## src/rtl/rmefs_pkg.sv

```systemverilog
`timescale 1ns / 1ps
`default_nettype none
package rmefs_pkg;

  localparam int HISTORY_DEPTH = 16;
  localparam int HIST_PTR_W    = (HISTORY_DEPTH > 1) ? $clog2(HISTORY_DEPTH) : 1;
  localparam int HIST_CNT_W    = $clog2(HISTORY_DEPTH + 1);
  localparam int ENERGY_W      = 16;
  localparam int HIST_TOT_W    = ENERGY_W + $clog2(HISTORY_DEPTH + 1);
  localparam int DIM_W         = 12;
  localparam int DIFF_W        = 34;
  localparam int AREA_W        = 2 * DIM_W;
  localparam int DIV_N         = DIFF_W + 8;
  localparam int DIV_D         = AREA_W;
  localparam int DIV_CNT_W     = $clog2(DIV_N + 1);
  localparam int SCORE_W       = 17;
  localparam int CFG_DATA_W    = 16;
  localparam int CFG_IDX_W     = 2;
  localparam int GEO_W         = 16;
  localparam int SPACE_BELOW_MIN = 50;

  // register indexes
  localparam logic [CFG_IDX_W-1:0] REG_FRAME_WIDTH  = 2'd0;
  localparam logic [CFG_IDX_W-1:0] REG_FRAME_HEIGHT = 2'd1;
  localparam logic [CFG_IDX_W-1:0] REG_COLOR_MODE   = 2'd2;
  localparam logic [CFG_IDX_W-1:0] REG_THRESHOLD    = 2'd3;

  // divider operand selects
  localparam logic [1:0] DIV_MEAN   = 2'd0;
  localparam logic [1:0] DIV_SMOOTH = 2'd1;
  localparam logic [1:0] DIV_SCORE  = 2'd2;

  typedef struct packed {
    logic             ok;
    logic [DIM_W-1:0] left;
    logic [DIM_W-1:0] top;
    logic [DIM_W-1:0] width;
    logic [DIM_W-1:0] height;
  } box_t;

  typedef struct packed {
    logic       load_item;
    logic       region_torso;
    logic       region_shoulder;
    logic       pixel_grey;
    logic       pixel_acc;
    logic       area_load;
    logic       div_start;
    logic [1:0] div_sel;
    logic       push;
    logic       smooth_load;
    logic       out_load;
  } cmd_t;

  typedef struct packed {
    logic in_op;
    logic box_ok;
    logic frame_end;
    logic div_busy;
    logic thr_zero;
    logic out_busy;
  } status_t;

  function automatic logic signed [GEO_W-1:0] smin(logic signed [GEO_W-1:0] a,
                                                   logic signed [GEO_W-1:0] b);
    return (a < b) ? a : b;
  endfunction

  function automatic logic signed [GEO_W-1:0] smax(logic signed [GEO_W-1:0] a,
                                                   logic signed [GEO_W-1:0] b);
    return (a > b) ? a : b;
  endfunction

  // Clamp a box to the frame; ok when it stays non-empty.
  function automatic box_t clamp_box(logic signed [GEO_W-1:0] x, logic signed [GEO_W-1:0] y,
                                     logic signed [GEO_W-1:0] w, logic signed [GEO_W-1:0] h,
                                     logic signed [GEO_W-1:0] fw, logic signed [GEO_W-1:0] fh);
    logic signed [GEO_W-1:0] cx, cy, cw, ch;
    box_t r;
    cx = smax('0, smin(x, fw - w));
    cy = smax('0, smin(y, fh - h));
    cw = smin(w, fw - cx);
    ch = smin(h, fh - cy);
    r.ok     = (cw > 0) && (ch > 0);
    r.left   = cx[DIM_W-1:0];
    r.top    = cy[DIM_W-1:0];
    r.width  = cw[DIM_W-1:0];
    r.height = ch[DIM_W-1:0];
    return r;
  endfunction

endpackage
`default_nettype wire

```

## src/rtl/rmefs_if.sv

```systemverilog
`timescale 1ns / 1ps
`default_nettype none
interface rmefs_in_if;
  logic        valid;
  logic        ready;
  logic        op;
  logic [11:0] face_x;
  logic [11:0] face_y;
  logic [11:0] face_w;
  logic [11:0] face_h;
  logic [7:0]  curr_b;
  logic [7:0]  curr_g;
  logic [7:0]  curr_r;
  logic [7:0]  prev_b;
  logic [7:0]  prev_g;
  logic [7:0]  prev_r;

  modport source (output valid, op, face_x, face_y, face_w, face_h,
                  curr_b, curr_g, curr_r, prev_b, prev_g, prev_r, input ready);
  modport sink (input valid, op, face_x, face_y, face_w, face_h,
                curr_b, curr_g, curr_r, prev_b, prev_g, prev_r, output ready);
endinterface

interface rmefs_out_if;
  logic        valid;
  logic        ready;
  logic [16:0] motion_score;
  logic [15:0] smoothed_energy;
  logic        region_valid;
  logic [11:0] region_left;
  logic [11:0] region_top;
  logic [11:0] region_width;
  logic [11:0] region_height;

  modport source (output valid, motion_score, smoothed_energy, region_valid,
                  region_left, region_top, region_width, region_height, input ready);
  modport sink (input valid, motion_score, smoothed_energy, region_valid,
                region_left, region_top, region_width, region_height, output ready);
endinterface
`default_nettype wire

```

## src/rtl/roi_motion_energy_fidget_score.sv

```systemverilog
`timescale 1ns / 1ps
`default_nettype none
// Frame-difference motion energy over a body region derived from a face box.
// A frame-start transaction (op 0) steps through capture, torso region and
// shoulder region; a pixel-pair transaction (op 1) steps through capture, grey
// conversion and accumulate. The last pixel of a frame with a valid region then
// runs three passes of one shared restoring divider at one quotient bit per
// cycle: each pass is a start state, 42 steps and a wait state that sees the
// divider idle; the passes give mean energy, moving average, and score, and the
// score pass is skipped when the threshold is zero. A frame end with no region
// goes to the output state. One result transaction is issued per frame end;
// it waits in an output register; the next frame end holds until it is taken.
module roi_motion_energy_fidget_score (
  input  wire logic                                clk,
  input  wire logic                                rst,
  rmefs_in_if.sink                                 pix_in,
  rmefs_out_if.source                              res_out,
  input  wire logic                                cfg_we,
  input  wire logic [rmefs_pkg::CFG_IDX_W-1:0]     cfg_index,
  input  wire logic [rmefs_pkg::CFG_DATA_W-1:0]    cfg_data
);
  import rmefs_pkg::*;

  cmd_t    cmd;
  status_t st;

  rmefs_ctrl u_ctrl (
    .clk      (clk),
    .rst      (rst),
    .in_valid (pix_in.valid),
    .in_ready (pix_in.ready),
    .st       (st),
    .cmd      (cmd)
  );

  rmefs_dp u_dp (
    .clk       (clk),
    .rst       (rst),
    .pix       (pix_in),
    .res       (res_out),
    .cfg_we    (cfg_we),
    .cfg_index (cfg_index),
    .cfg_data  (cfg_data),
    .cmd       (cmd),
    .st        (st)
  );

endmodule
`default_nettype wire

```

## src/rtl/rmefs_ctrl.sv

```systemverilog
`timescale 1ns / 1ps
`default_nettype none
module rmefs_ctrl (
  input  wire logic              clk,
  input  wire logic              rst,
  input  wire logic              in_valid,
  output logic                   in_ready,
  input  wire rmefs_pkg::status_t st,
  output rmefs_pkg::cmd_t        cmd
);
  import rmefs_pkg::*;

  localparam logic [3:0] S_IDLE     = 4'd0;
  localparam logic [3:0] S_TORSO    = 4'd1;
  localparam logic [3:0] S_SHOULDER = 4'd2;
  localparam logic [3:0] S_GREY     = 4'd3;
  localparam logic [3:0] S_ACC      = 4'd4;
  localparam logic [3:0] S_AREA     = 4'd5;
  localparam logic [3:0] S_D1       = 4'd6;
  localparam logic [3:0] S_D1W      = 4'd7;
  localparam logic [3:0] S_PUSH     = 4'd8;
  localparam logic [3:0] S_D2       = 4'd9;
  localparam logic [3:0] S_D2W      = 4'd10;
  localparam logic [3:0] S_D3       = 4'd11;
  localparam logic [3:0] S_D3W      = 4'd12;
  localparam logic [3:0] S_OUT      = 4'd13;

  logic [3:0] state, state_next;

  // sequence one transaction through the datapath
  always_comb begin
    state_next = state;
    cmd        = '0;
    in_ready   = 1'b0;
    unique case (state)
      S_IDLE: begin
        in_ready = 1'b1;
        if (in_valid) begin
          cmd.load_item = 1'b1;
          state_next    = st.in_op ? S_GREY : S_TORSO;
        end
      end
      S_TORSO: begin
        cmd.region_torso = 1'b1;
        state_next       = S_SHOULDER;
      end
      S_SHOULDER: begin
        cmd.region_shoulder = 1'b1;
        state_next          = S_IDLE;
      end
      S_GREY: begin
        cmd.pixel_grey = 1'b1;
        state_next     = S_ACC;
      end
      S_ACC: begin
        cmd.pixel_acc = 1'b1;
        if (!st.frame_end) state_next = S_IDLE;
        else if (st.box_ok) state_next = S_AREA;
        else state_next = S_OUT;
      end
      S_AREA: begin
        cmd.area_load = 1'b1;
        state_next    = S_D1;
      end
      S_D1: begin
        cmd.div_start = 1'b1;
        cmd.div_sel   = DIV_MEAN;
        state_next    = S_D1W;
      end
      S_D1W: if (!st.div_busy) state_next = S_PUSH;
      S_PUSH: begin
        cmd.push   = 1'b1;
        state_next = S_D2;
      end
      S_D2: begin
        cmd.div_start = 1'b1;
        cmd.div_sel   = DIV_SMOOTH;
        state_next    = S_D2W;
      end
      S_D2W: if (!st.div_busy) state_next = S_D3;
      S_D3: begin
        cmd.smooth_load = 1'b1;
        cmd.div_start   = !st.thr_zero;
        cmd.div_sel     = DIV_SCORE;
        state_next      = st.thr_zero ? S_OUT : S_D3W;
      end
      S_D3W: if (!st.div_busy) state_next = S_OUT;
      S_OUT: begin
        if (!st.out_busy) begin
          cmd.out_load = 1'b1;
          state_next   = S_IDLE;
        end
      end
      default: state_next = S_IDLE;
    endcase
  end

  always_ff @(posedge clk) begin
    if (rst) state <= S_IDLE;
    else state <= state_next;
  end

endmodule
`default_nettype wire

```

## src/rtl/rmefs_dp.sv

```systemverilog
`timescale 1ns / 1ps
`default_nettype none
module rmefs_dp (
  input  wire logic                                 clk,
  input  wire logic                                 rst,
  rmefs_in_if.sink                                  pix,
  rmefs_out_if.source                               res,
  input  wire logic                                 cfg_we,
  input  wire logic [rmefs_pkg::CFG_IDX_W-1:0]      cfg_index,
  input  wire logic [rmefs_pkg::CFG_DATA_W-1:0]     cfg_data,
  input  wire rmefs_pkg::cmd_t                      cmd,
  output rmefs_pkg::status_t                        st
);
  import rmefs_pkg::*;

  // configuration
  logic [DIM_W-1:0] frame_width, frame_height;
  logic             color_mode;
  logic [15:0]      threshold;

  // captured item
  logic             it_op;
  logic [DIM_W-1:0] fx, fy, fw, fh;
  logic [7:0]       cb, cg, cr, pb, pg, pr;

  // scan and region
  logic [DIM_W-1:0] scan_column, scan_row;
  box_t             box;
  logic             torso_hit;
  logic [DIFF_W-1:0] diff_total;
  logic [7:0]       grey_c, grey_p;
  logic             in_box;

  // history
  logic [ENERGY_W-1:0]   hist_mem [HISTORY_DEPTH];
  logic [ENERGY_W-1:0]   hist_rd;
  logic [HIST_PTR_W-1:0] hist_ptr;
  logic [HIST_CNT_W-1:0] hist_cnt;
  logic [HIST_TOT_W-1:0] hist_tot;
  logic [AREA_W-1:0]     area;
  logic [ENERGY_W-1:0]   mean, smoothed;

  // divider
  logic [DIV_N-1:0]     dvd;
  logic [DIV_D-1:0]     dvs;
  logic [DIV_D-1:0]     rem;
  logic [DIV_D:0]       rem_sh;
  logic                 qbit;
  logic [DIV_CNT_W-1:0] div_cnt;
  logic                 div_busy;
  logic [DIV_N-1:0]     op_n;
  logic [DIV_D-1:0]     op_d;

  // geometry
  logic signed [GEO_W-1:0] gx, gy, gw, gh, gfw, gfh, gcx, gcy, gtw, gsw;
  box_t torso, shoulder;
  logic torso_room;
  logic [DIM_W-1:0] last_col, last_row;
  logic [SCORE_W-1:0] score;

  assign gx  = GEO_W'(fx);
  assign gy  = GEO_W'(fy);
  assign gw  = GEO_W'(fw);
  assign gh  = GEO_W'(fh);
  assign gfw = GEO_W'(frame_width);
  assign gfh = GEO_W'(frame_height);
  assign gcx = gx + (gw >>> 1);
  assign gcy = gy + (gh >>> 1);
  assign gtw = (gw + (gw <<< 1)) >>> 1;
  assign gsw = gw + (gw <<< 1);
  assign torso_room = (gfh - (gy + gh)) > GEO_W'(SPACE_BELOW_MIN);
  assign torso    = clamp_box(gcx - (gtw >>> 1), gy + gh, gtw, gh <<< 1, gfw, gfh);
  assign shoulder = clamp_box(gcx - (gsw >>> 1), gcy, gsw, gh, gfw, gfh);

  assign last_col = (frame_width == '0) ? '0 : frame_width - 1'b1;
  assign last_row = (frame_height == '0) ? '0 : frame_height - 1'b1;

  // grey conversion
  function automatic logic [7:0] to_grey(logic mode, logic [7:0] b, logic [7:0] g,
                                         logic [7:0] r);
    logic [21:0] s;
    s = 22'd4899 * 22'(r) + 22'd9617 * 22'(g) + 22'd1868 * 22'(b) + 22'd8192;
    return mode ? s[21:14] : b;
  endfunction

  // divider operands; the score pass takes the smoothed value still in the quotient
  always_comb begin
    unique case (cmd.div_sel)
      DIV_MEAN: begin
        op_n = {diff_total, 8'd0};
        op_d = area;
      end
      DIV_SMOOTH: begin
        op_n = DIV_N'(hist_tot);
        op_d = DIV_D'(hist_cnt);
      end
      DIV_SCORE: begin
        op_n = DIV_N'({dvd[ENERGY_W-1:0], 16'd0});
        op_d = DIV_D'(threshold);
      end
      default: begin
        op_n = '0;
        op_d = '1;
      end
    endcase
  end

  assign rem_sh = {rem, dvd[DIV_N-1]};
  assign qbit   = rem_sh >= {1'b0, dvs};
  assign mean   = (dvd[DIV_N-1:ENERGY_W] != '0) ? '1 : dvd[ENERGY_W-1:0];
  assign score  = (!box.ok || threshold == '0 || dvd[DIV_N-1:16] != '0) ? '0
                : SCORE_W'(17'h10000 - SCORE_W'(dvd[15:0]));

  // control state
  always_ff @(posedge clk) begin
    if (rst) begin
      frame_width  <= DIM_W'(640);
      frame_height <= DIM_W'(480);
      color_mode   <= 1'b1;
      threshold    <= 16'd2560;
      scan_column  <= '0;
      scan_row     <= '0;
      box          <= '0;
      torso_hit    <= 1'b0;
      diff_total   <= '0;
      hist_ptr     <= '0;
      hist_cnt     <= '0;
      hist_tot     <= '0;
      div_busy     <= 1'b0;
      div_cnt      <= '0;
      res.valid    <= 1'b0;
    end else begin
      // configuration writes
      if (cfg_we) begin
        case (cfg_index)
          REG_FRAME_WIDTH:  frame_width  <= cfg_data[DIM_W-1:0];
          REG_FRAME_HEIGHT: frame_height <= cfg_data[DIM_W-1:0];
          REG_COLOR_MODE:   color_mode   <= cfg_data[0];
          REG_THRESHOLD:    threshold    <= cfg_data[15:0];
          default: ;
        endcase
      end

      // derive the body region
      if (cmd.region_torso) begin
        scan_column <= '0;
        scan_row    <= '0;
        diff_total  <= '0;
        if (fw == '0 || fh == '0) begin
          box       <= '0;
          torso_hit <= 1'b1;
        end else if (torso_room && torso.ok) begin
          box       <= torso;
          torso_hit <= 1'b1;
        end else begin
          torso_hit <= 1'b0;
        end
      end
      if (cmd.region_shoulder && !torso_hit) begin
        box <= shoulder.ok ? shoulder : '0;
      end

      // accumulate and advance the scan
      if (cmd.pixel_acc) begin
        if (in_box) diff_total <= diff_total + DIFF_W'(grey_c > grey_p ? grey_c - grey_p
                                                                      : grey_p - grey_c);
        if (scan_column < last_col) begin
          scan_column <= scan_column + 1'b1;
        end else begin
          scan_column <= '0;
          scan_row    <= (scan_row < last_row) ? scan_row + 1'b1 : '0;
        end
      end

      // push the frame mean into the history
      if (cmd.push) begin
        if (hist_cnt < HIST_CNT_W'(HISTORY_DEPTH)) begin
          hist_cnt <= hist_cnt + 1'b1;
          hist_tot <= hist_tot + HIST_TOT_W'(mean);
        end else begin
          hist_tot <= hist_tot - HIST_TOT_W'(hist_rd) + HIST_TOT_W'(mean);
        end
        hist_ptr <= (hist_ptr == HIST_PTR_W'(HISTORY_DEPTH - 1)) ? '0 : hist_ptr + 1'b1;
      end

      // divider control
      if (cmd.div_start) begin
        div_busy <= 1'b1;
        div_cnt  <= DIV_CNT_W'(DIV_N);
      end else if (div_busy) begin
        div_cnt <= div_cnt - 1'b1;
        if (div_cnt == DIV_CNT_W'(1)) div_busy <= 1'b0;
      end

      // output register
      if (cmd.out_load) begin
        res.valid  <= 1'b1;
        diff_total <= '0;
      end else if (res.ready) begin
        res.valid <= 1'b0;
      end
    end
  end

  // payload registers
  always_ff @(posedge clk) begin
    if (cmd.load_item) begin
      it_op <= pix.op;
      fx <= pix.face_x;
      fy <= pix.face_y;
      fw <= pix.face_w;
      fh <= pix.face_h;
      cb <= pix.curr_b;
      cg <= pix.curr_g;
      cr <= pix.curr_r;
      pb <= pix.prev_b;
      pg <= pix.prev_g;
      pr <= pix.prev_r;
    end
    if (cmd.pixel_grey) begin
      grey_c <= to_grey(color_mode, cb, cg, cr);
      grey_p <= to_grey(color_mode, pb, pg, pr);
      in_box <= it_op && box.ok && scan_column >= box.left
                && {1'b0, scan_column} < {1'b0, box.left} + {1'b0, box.width}
                && scan_row >= box.top
                && {1'b0, scan_row} < {1'b0, box.top} + {1'b0, box.height};
    end
    if (cmd.area_load) begin
      area    <= box.width * box.height;
      hist_rd <= hist_mem[hist_ptr];
    end
    if (cmd.push) hist_mem[hist_ptr] <= mean;
    if (cmd.smooth_load) smoothed <= dvd[ENERGY_W-1:0];
    if (cmd.div_start) begin
      dvd <= op_n;
      dvs <= op_d;
      rem <= '0;
    end else if (div_busy) begin
      dvd <= {dvd[DIV_N-2:0], qbit};
      rem <= DIV_D'(qbit ? rem_sh - {1'b0, dvs} : rem_sh);
    end
    if (cmd.out_load) begin
      res.motion_score    <= score;
      res.smoothed_energy <= box.ok ? smoothed : '0;
      res.region_valid    <= box.ok;
      res.region_left     <= box.left;
      res.region_top      <= box.top;
      res.region_width    <= box.width;
      res.region_height   <= box.height;
    end
  end

  always_comb begin
    st.in_op     = pix.op;
    st.box_ok    = box.ok;
    st.frame_end = (scan_column >= last_col) && (scan_row >= last_row);
    st.div_busy  = div_busy;
    st.thr_zero  = (threshold == '0);
    st.out_busy  = res.valid && !res.ready;
  end

endmodule
`default_nettype wire
```

## src/flat_wrapper.sv

```systemverilog
// flat-port wrapper written by rule: the top's interface ports become plain ports
module roi_motion_energy_fidget_score_flat import rmefs_pkg::*;
  (clk, rst, cfg_we, cfg_index, cfg_data, pix_in_valid, pix_in_op, pix_in_face_x, pix_in_face_y, pix_in_face_w, pix_in_face_h, pix_in_curr_b, pix_in_curr_g, pix_in_curr_r, pix_in_prev_b, pix_in_prev_g, pix_in_prev_r, pix_in_ready, res_out_valid, res_out_motion_score, res_out_smoothed_energy, res_out_region_valid, res_out_region_left, res_out_region_top, res_out_region_width, res_out_region_height, res_out_ready);
  rmefs_in_if pix_in_i ();
  rmefs_out_if res_out_i ();
  input  wire logic clk;
  input  wire logic rst;
  input  wire logic cfg_we;
  input  wire logic [rmefs_pkg::CFG_IDX_W-1:0] cfg_index;
  input  wire logic [rmefs_pkg::CFG_DATA_W-1:0] cfg_data;
  input wire logic [$bits(pix_in_i.valid)-1:0] pix_in_valid;
  input wire logic [$bits(pix_in_i.op)-1:0] pix_in_op;
  input wire logic [$bits(pix_in_i.face_x)-1:0] pix_in_face_x;
  input wire logic [$bits(pix_in_i.face_y)-1:0] pix_in_face_y;
  input wire logic [$bits(pix_in_i.face_w)-1:0] pix_in_face_w;
  input wire logic [$bits(pix_in_i.face_h)-1:0] pix_in_face_h;
  input wire logic [$bits(pix_in_i.curr_b)-1:0] pix_in_curr_b;
  input wire logic [$bits(pix_in_i.curr_g)-1:0] pix_in_curr_g;
  input wire logic [$bits(pix_in_i.curr_r)-1:0] pix_in_curr_r;
  input wire logic [$bits(pix_in_i.prev_b)-1:0] pix_in_prev_b;
  input wire logic [$bits(pix_in_i.prev_g)-1:0] pix_in_prev_g;
  input wire logic [$bits(pix_in_i.prev_r)-1:0] pix_in_prev_r;
  output wire logic [$bits(pix_in_i.ready)-1:0] pix_in_ready;
  output wire logic [$bits(res_out_i.valid)-1:0] res_out_valid;
  output wire logic [$bits(res_out_i.motion_score)-1:0] res_out_motion_score;
  output wire logic [$bits(res_out_i.smoothed_energy)-1:0] res_out_smoothed_energy;
  output wire logic [$bits(res_out_i.region_valid)-1:0] res_out_region_valid;
  output wire logic [$bits(res_out_i.region_left)-1:0] res_out_region_left;
  output wire logic [$bits(res_out_i.region_top)-1:0] res_out_region_top;
  output wire logic [$bits(res_out_i.region_width)-1:0] res_out_region_width;
  output wire logic [$bits(res_out_i.region_height)-1:0] res_out_region_height;
  input wire logic [$bits(res_out_i.ready)-1:0] res_out_ready;
  assign pix_in_i.valid = pix_in_valid;
  assign pix_in_i.op = pix_in_op;
  assign pix_in_i.face_x = pix_in_face_x;
  assign pix_in_i.face_y = pix_in_face_y;
  assign pix_in_i.face_w = pix_in_face_w;
  assign pix_in_i.face_h = pix_in_face_h;
  assign pix_in_i.curr_b = pix_in_curr_b;
  assign pix_in_i.curr_g = pix_in_curr_g;
  assign pix_in_i.curr_r = pix_in_curr_r;
  assign pix_in_i.prev_b = pix_in_prev_b;
  assign pix_in_i.prev_g = pix_in_prev_g;
  assign pix_in_i.prev_r = pix_in_prev_r;
  assign pix_in_ready = pix_in_i.ready;
  assign res_out_valid = res_out_i.valid;
  assign res_out_motion_score = res_out_i.motion_score;
  assign res_out_smoothed_energy = res_out_i.smoothed_energy;
  assign res_out_region_valid = res_out_i.region_valid;
  assign res_out_region_left = res_out_i.region_left;
  assign res_out_region_top = res_out_i.region_top;
  assign res_out_region_width = res_out_i.region_width;
  assign res_out_region_height = res_out_i.region_height;
  assign res_out_i.ready = res_out_ready;
  roi_motion_energy_fidget_score u_core (.clk(clk), .rst(rst), .pix_in(pix_in_i), .res_out(res_out_i), .cfg_we(cfg_we), .cfg_index(cfg_index), .cfg_data(cfg_data));
endmodule
```

## config.mk

```make
export PLATFORM = sky130hd
export DESIGN_NAME = roi_motion_energy_fidget_score_flat
export DESIGN_NICKNAME = d
export VERILOG_FILES = /design/src/rtl/rmefs_pkg.sv /design/src/rtl/rmefs_if.sv /design/src/rtl/roi_motion_energy_fidget_score.sv /design/src/rtl/rmefs_ctrl.sv /design/src/rtl/rmefs_dp.sv /design/src/flat_wrapper.sv
export SDC_FILE = /design/constraint.sdc
export NUM_CORES = 2
export LEC_CHECK = 0
export BUFFER_PORTS_ARGS = -buffer_cell sky130_fd_sc_hd__buf_4
export CAP_MARGIN = 20
export CORE_MARGIN = 4
export CORE_UTILIZATION = 25
export DETAILED_ROUTE_END_ITERATION = 16
export HOLD_SLACK_MARGIN = 0.02
export SLEW_MARGIN = 20
export SYNTH_ARGS = -nofsm -noshare
export SYNTH_HDL_FRONTEND = slang
export SYNTH_SLANG_ARGS = --single-unit
```

## constraint.sdc

```tcl
create_clock -name clk -period 13.93 [get_ports clk]
set_input_delay 2.786 -clock clk [delete_from_list [all_inputs] [get_ports clk]]
set_output_delay 2.786 -clock clk [all_outputs]
set_load 0.05 [all_outputs]
```

# Yosys cells after proc, flatten, opt, wreduce, memory -nomap -nowiden
# Memory sizes are Yosys's and may differ from the RTL's. A register that Yosys moved wholly into a read port is not among the register bits.
# Index checks and enable logic that the tools add are counted.
classes:
  n_eq_ne: 25
  muxes: 74
  n_lt_le_gt_ge: 28
  mul: 7
  n_reduce_logical: 41
  addsub: 38
ops:
  columns: ["op", "n"]
  rows:
  - ["49-bit 2-to-1 mux", 5]
  - ["16-bit 2-to-1 mux", 13]
  - ["34-bit 2-to-1 mux", 4]
  - ["42-bit one-hot mux with 3 select lines", 1]
  - ["12-bit 2-to-1 mux", 9]
  - ["42-bit 2-to-1 mux", 2]
  - ["13-bit by 16-bit subtractor with 16-bit output", 5]
  - ["24-bit one-hot mux with 3 select lines", 1]
  - ["1-bit by 16-bit greater-than comparator with 1-bit output, first input constant", 4]
  - ["16-bit by 1-bit greater-than comparator with 1-bit output, second input constant", 4]
  - ["4-bit one-hot mux with 13 select lines", 1]
  - ["12-bit greater-or-equal comparator", 4]
  - ["12-bit logical NOT", 4]
  - ["21-bit by 22-bit adder with 22-bit output", 2]
  - ["22-bit by 14-bit adder with 22-bit output, second input constant", 2]
  - ["22-bit by 19-bit adder with 22-bit output", 2]
  - ["14-bit by 8-bit multiplier with 22-bit output, first input constant", 2]
  - ["21-bit by 16-bit adder with 21-bit output", 2]
  - ["13-bit by 8-bit multiplier with 21-bit output, first input constant", 2]
  - ["12-bit by 12-bit adder with 13-bit output", 3]
  - ["34-bit adder", 1]
  - ["9-bit by 8-bit multiplier with 17-bit output, first input constant", 2]
  - ["14-bit by 16-bit < comparator with 1-bit output", 2]
  - ["4-bit 2-to-1 mux", 8]
  - ["other kinds (55)", 128]
totals:
  in_bits: 120
  n_memories: 1
  output_inout_bits: 84
  elab_cells: 261
  regBits: 517
  ramBits: 256
memory_table:
  columns: ["memory", "depth", "width", "rd", "rd_ports_with_merged_regs", "wr", "line_no", "text"]
  rows:
  - ["u_core.u_dp.hist_mem", 16, 16, 1, 1, 1, "rmefs_dp.sv:35", "logic [ENERGY_W-1:0] hist_mem [HISTORY_DEPTH];"]

# Logic depth before layout (Yosys ltp)
logic_depth:
  ltp_word: 16
  mapped_depth: 59
  depth_no_buf: 56

# Least setup slack after synthesis
# Ideal clock, no wire load.
synth_timing:
  path_type: "register to register"
  startpoint: "reg u_core.u_dp.fw[0]"
  endpoint: "reg u_core.u_dp.box[17] (netlist name)"
  period_less_slack_ns: 11.645
  path_buffers: 3
  arrival_time_ns: 11.517
  slack_ns: 2.285
  stages_incl_launch_ff: 55
  cell_sequence: "edfxtp_1 > ha_1 > fa_1 > a211oi_1 > o21ai_0 > xor2_1 > inv_1 > ha_1 > or3_1 > o21a_1 > maj3_2 > maj3_2 > maj3_2 > a21oi_1 > nor2_1 > ha_1 > nand2_1 > o21bai_1 > [... 19 more ...] > maj3_1 > maj3_1 > a211oi_1 > or4_1 > ha_1 > inv_1 > clkbuf_1 > nand4_1 > o41ai_1 > nand3_1 > nor4_1 > nand4_1 > a21oi_1 > a211oi_2 > nor3_4 > buf_6 > mux2i_1 > nor2_1"
synth_between:
  elab_chain_cells: 14
  elab_cells_between_ends: 33
synth_rtl:
  columns: ["element", "line_no", "text"]
  rows:
  - ["start: declaration", "rmefs_dp.sv:23", "logic [DIM_W-1:0] fx, fy, fw, fh;"]
  - ["start signal: assignment", "rmefs_dp.sv:211", "fw <= pix.face_w;"]
  - ["12-bit by 13-bit adder with 14-bit output", "rmefs_dp.sv:69, rmefs_dp.sv:70", null]
  - ["13-bit by 12-bit subtractor with 14-bit output / 12-bit by 13-bit subtractor with 14-bit output (equally long branches)", "rmefs_dp.sv:72, rmefs_pkg.sv:80", null]
  - ["14-bit < comparator", "rmefs_pkg.sv:66", "return (a < b) ? a : b;"]
  - ["16-bit 2-to-1 mux", "rmefs_pkg.sv:66", null]
  - ["1-bit by 16-bit greater-than comparator with 1-bit output", "rmefs_pkg.sv:71", "return (a > b) ? a : b;"]
  - ["16-bit 2-to-1 mux", "rmefs_pkg.sv:71", null]
  - ["13-bit by 16-bit subtractor with 16-bit output", "rmefs_pkg.sv:82", "cw = smin(w, fw - cx);"]
  - ["14-bit by 16-bit < comparator with 1-bit output", "rmefs_pkg.sv:66", null]
  - ["16-bit 2-to-1 mux", "rmefs_pkg.sv:66", null]
  - ["16-bit by 1-bit greater-than comparator with 1-bit output", "rmefs_pkg.sv:84", "r.ok = (cw > 0) && (ch > 0);"]
  - ["1-bit logical AND", "rmefs_pkg.sv:84", null]
  - ["1-bit logical AND", "rmefs_dp.sv:152", "end else if (torso_room && torso.ok) begin"]
  - ["3-bit nonzero test (no source line)", null, null]
  - ["2-bit AND reduction (no source line)", null, null]
  - ["end signal: assignment", "rmefs_dp.sv:153", "box <= torso;"]
  - ["end signal: assignment", "rmefs_dp.sv:160", "box <= shoulder.ok ? shoulder : '0;"]
  - ["end: declaration", "rmefs_dp.sv:28", "box_t box;"]
# Several ways; a longest one is shown, not always the timed one. The select of a mux whose other input is x is not followed.
# A chain may end at the register's enable or synchronous reset.

# Final worst setup path
layout_timing:
  startpoint: "reg u_core.u_dp.fw[0]"
  endpoint: "reg u_core.u_dp.box[38] (netlist name)"
# Same word-level chain as after synthesis.

==> summary.txt <==
Detailed routing
  – TritonRoute pass-1 iters: 6
  – WL/cell: approximately 18 um
  – Detailed-route vias per instance: between 4 and 5
  – Wirelength, routed: roughly 180 mm
  – Final ANT Viol Nets: 0
  – DR vias: 48200
  – Post-route DRC violation count: 0
  – Iteration-0 DRC Markers: 3773

Setup path
  – Worst path top cell family by delay: adder cells
  – Worst Setup Start Kind: register
  – Critical path's slowest cell: edfxtp_1
  – Worst path max stage delay: approximately 0.56 ns
  – Bufs and invs on worst path: 4
  – CP max FO: 35
  – Arrival time worst endpoint: around 14 ns
  – Critical path endpoint category: register
  – CP Class: reg -> reg
  – WP data required: between 10 and 15 ns

Timing
  – Final setup fails: 0
  – Worst-margin pin slew: about 1.1 ns
  – Fin. Hold Viols: 0
  – Tcrit/Tclk final: 0.949
  – RSZ-0062 raised after global routing: no
  – Final max-slew violation count: 0
  – Max Freq: about 76 MHz
  – Final period demand of the worst path: 13.22 ns
  – Setup TNS: 0 ns
  – Final Skew: 0.0969 ns
  – Rel. slew slack: 0.254

Pwr
  – Clk pwr share: 0.127
  – Peak supply drop: 0.488 mV
  – Combinational Power Share: 0.714
  – Pwr Density: 267 nW/um^2
  – Net switching fraction of the power: 0.477
  – Flop pwr share: 0.159
  – Switching power: 9.36 mW
  – P_int: roughly 10 mW
  – Tot Pwr: 19.6 mW
  – P_leak: 29.9 nW

Die
  – Row cnt: 186
  – I/O pin cnt: 204
  – CORE AREA: 257000 um^2
  – Initial core utilization: 0.251
  – Die height: 516 um
  – Die width: around 520 um
  – Die ar.: 266000 um^2

Global route
  – Vias in the first global route: about 49000
  – First-pass GRT wire length: 284 mm
  – Gr ovfl total: 0
  – Initial antenna violation count: 15
  – Total GRT Usage: 0.135
  – Largest net degree at the start of global routing: between 80 and 90

CTS
  – Htree depth: 3
  – Postcts setup bufs: 0
  – Hold buffer count at cts: 0
  – Number of CTS-inserted buffers: 93
  – TritonCTS clock tree: done
  – Clock Latency Late Sink: 0.75 ns
  – CTS clk-pin slew, worst paths: 0.06 ns
  – Clock buffer depth: 3
  – CTS root buffer: clkbuf_16
  – Num Clock Sinks: 789

Synth
  – Syn Area/Cell: 9.99 um^2
  – Post-synth EDFFs: between 500 and 600
  – Post-synth ARST share: 0
  – Cell variety after synth: 90
  – Post-synth top flop: edfxtp_1
  – Yosys warnings: 0
  – Synthesized area: 64400 um^2
  – Syn_nets: 7726
  – Register area share after synthesis: 0.334
  – Largest cells by area after synthesis: edfxtp_1 (27%), ha_1 (16%), fa_1 (9.7%)
  – Synth Register Bits: around 790
  – Largest area contributor in the netlist: edfxtp_1
  – Top-area cell type share of the netlist area: 0.268
  – Mapped Cells: 6449

Cells and area
  – Area occupied by multi-input gates: approximately 39000 um^2
  – Area Growth Syn to Fin: 13.8%
  – Nets: 7911
  – Filler cells: 26600
  – Share of layout cells above drive strength 1: 0.0964
  – Reg area: roughly 22000 um^2

Place
  – Final Wtd Congestion: 0.908
  – PortBufs: 203
  – HPWL Detailed: 143 mm

Worst hold path
  – Hold Crit Class: reg -> reg

Job
  – Max cap viols: 0

Run status
  – Status: finished, final reports clean
## Yosys cell counts (39+ instances only)
library cell	instances
ha_1	845
inv_1	815
edfxtp_1	574
nand2_1	497
nor2_1	430
a21oi_1	413
fa_1	312
o21ai_0	251
xnor2_1	227
dfxtp_1	215
clkbuf_1	171
a21o_1	123
nor3_1	116
nand3_1	102
xor2_1	98
nand2b_1	92
nor2b_1	87
and2_1	81
mux4_2	80
o21a_1	74
mux2i_1	60
or3_1	58
o21bai_1	57
a211oi_1	54
nor4_1	42
or2_2	40
and3_1	39
## state kept, by name (all words and copies together), names as in the netlist, 16 cells and up
name                             count
u_core.u_dp.hist_mem               256
u_core.u_dp.box                     48
u_core.u_dp.dvd                     42
u_core.u_dp.diff_total              34
u_core.u_dp.area                    24
u_core.u_dp.dvs                     24
u_core.u_dp.rem                     24
u_core.u_dp.hist_tot                21
u_core.u_dp.res.motion_score        17
u_core.u_dp.hist_rd                 16
u_core.u_dp.res.smoothed_energy     16
u_core.u_dp.smoothed                16
u_core.u_dp.threshold               16
## cells in the final DEF, fill, tap and decap left out, types with 74 or more instances in the layout
master     instances
nand2b_1          92
mux4_2            80
nor2_1           426
xnor2_1          226
a21o_1           123
buf_4            287
clkbuf_16         95
a21oi_1          412
nand3_1          102
edfxtp_1         574
o21ai_0          250
and2_1            81
o21a_1            74
nor3_1           112
nor2b_1           85
nand2_1          497
xor2_1            98
inv_1            814
dfxtp_1          211
ha_1             845
fa_1             312
## stage by stage
stage                     instances  hold WS [ns]  utilization  worst slack [ns]  area (um^2)
final                         10100         0.455        0.286             0.709        73300
after CTS                     10100         0.466        0.285             0.613        73300
after global placement         9922         0.455        0.273             0.852        70100
after floorplan                6449         0.424            -              2.29        64400
after detailed placement       9922         0.452        0.273             0.657        70100
after global routing          10100         0.475        0.286            0.0182        73300
## path summary, 6_finish.rpt
| kind | slack (ns) | cells past startpoint | to | start |
|---|---|---|---|---|
| setup / recovery | 0.71 | 52 | u_core.u_dp.box[38]$_SDFFE_PP0P_ | u_core.u_dp.fw[0]$_DFFE_PP_ |
| hold / removal | 0.45 | 0 | u_core.u_dp.res.region_left[3]$_DFFE_PP_ | u_core.u_dp.box[39]$_SDFFE_PP0P_ |
| setup reg to reg | 0.71 | 52 | u_core.u_dp.box[38]$_SDFFE_PP0P_ | u_core.u_dp.fw[0]$_DFFE_PP_ |
| hold reg to reg | 0.45 | 0 | u_core.u_dp.res.region_left[3]$_DFFE_PP_ | u_core.u_dp.box[39]$_SDFFE_PP0P_ |
## cell families (layout without fill, tap and decap cells)
| logic type | Yosys count | after routing | synth area share |
|---|---|---|---|
| and+or+nand+nor | 1679 | 1679 | 0.125 |
| AOI/OAI and AO/OA | 1305 | 1305 | 0.132 |
| adders and majority gates | 1170 | 1170 | 0.263 |
| buffers and inverters | 1019 | 1283 | 0.0603 |
| DFF | 789 | 789 | 0.334 |
| xor gates and xnor gates | 325 | 325 | 0.0442 |
| muxes | 162 | 162 | 0.0411 |
| other | 0 | 5 | 0 |
## what timing repair did
| action | CTS | global route |
|---|---|---|
| hold endpoints to repair | 0 | 0 |
| resized for setup | 0 | 4 |
| setup endpoints to repair | 0 | 49 |
## power by group through the flow
stage | sequential [mW] | clock [mW] | combinational, mW
6_report | 3.11 | 2.49 | 14.0
5_1_grt | 3.13 | 2.67 | 16.0
4_1_cts | 3.11 | 2.57 | 14.1
3_5_place_dp | 3.16 | 0 | 14.0
3_3_place_gp | 3.15 | 0 | 13.7
2_1_floorplan | 3.05 | 0 | 10.3
## per-layer routing
metal	part of all wire	wire length [um]	GRT usage
met2	0.45	82200	0.217
met1	0.46	84300	0.188
met3	0.061	11100	0.0208
met4	0.029	5300	0.0394
met5	0.00019	35	0
## cell type report
| cell class | instances | area share |
|---|---|---|
| multi-input cells | 4641 | 0.533 |
| flip-flops and latches | 789 | 0.294 |
| well taps | 3384 | 0.0577 |
| inverters | 817 | 0.0418 |
| clock buffers | 114 | 0.0340 |
| repair buffers | 292 | 0.0306 |
| clock inverters | 60 | 0.00887 |
| diodes | 5 | 0.000171 |
No activity file was read; power rests on OpenSTA's default activity.
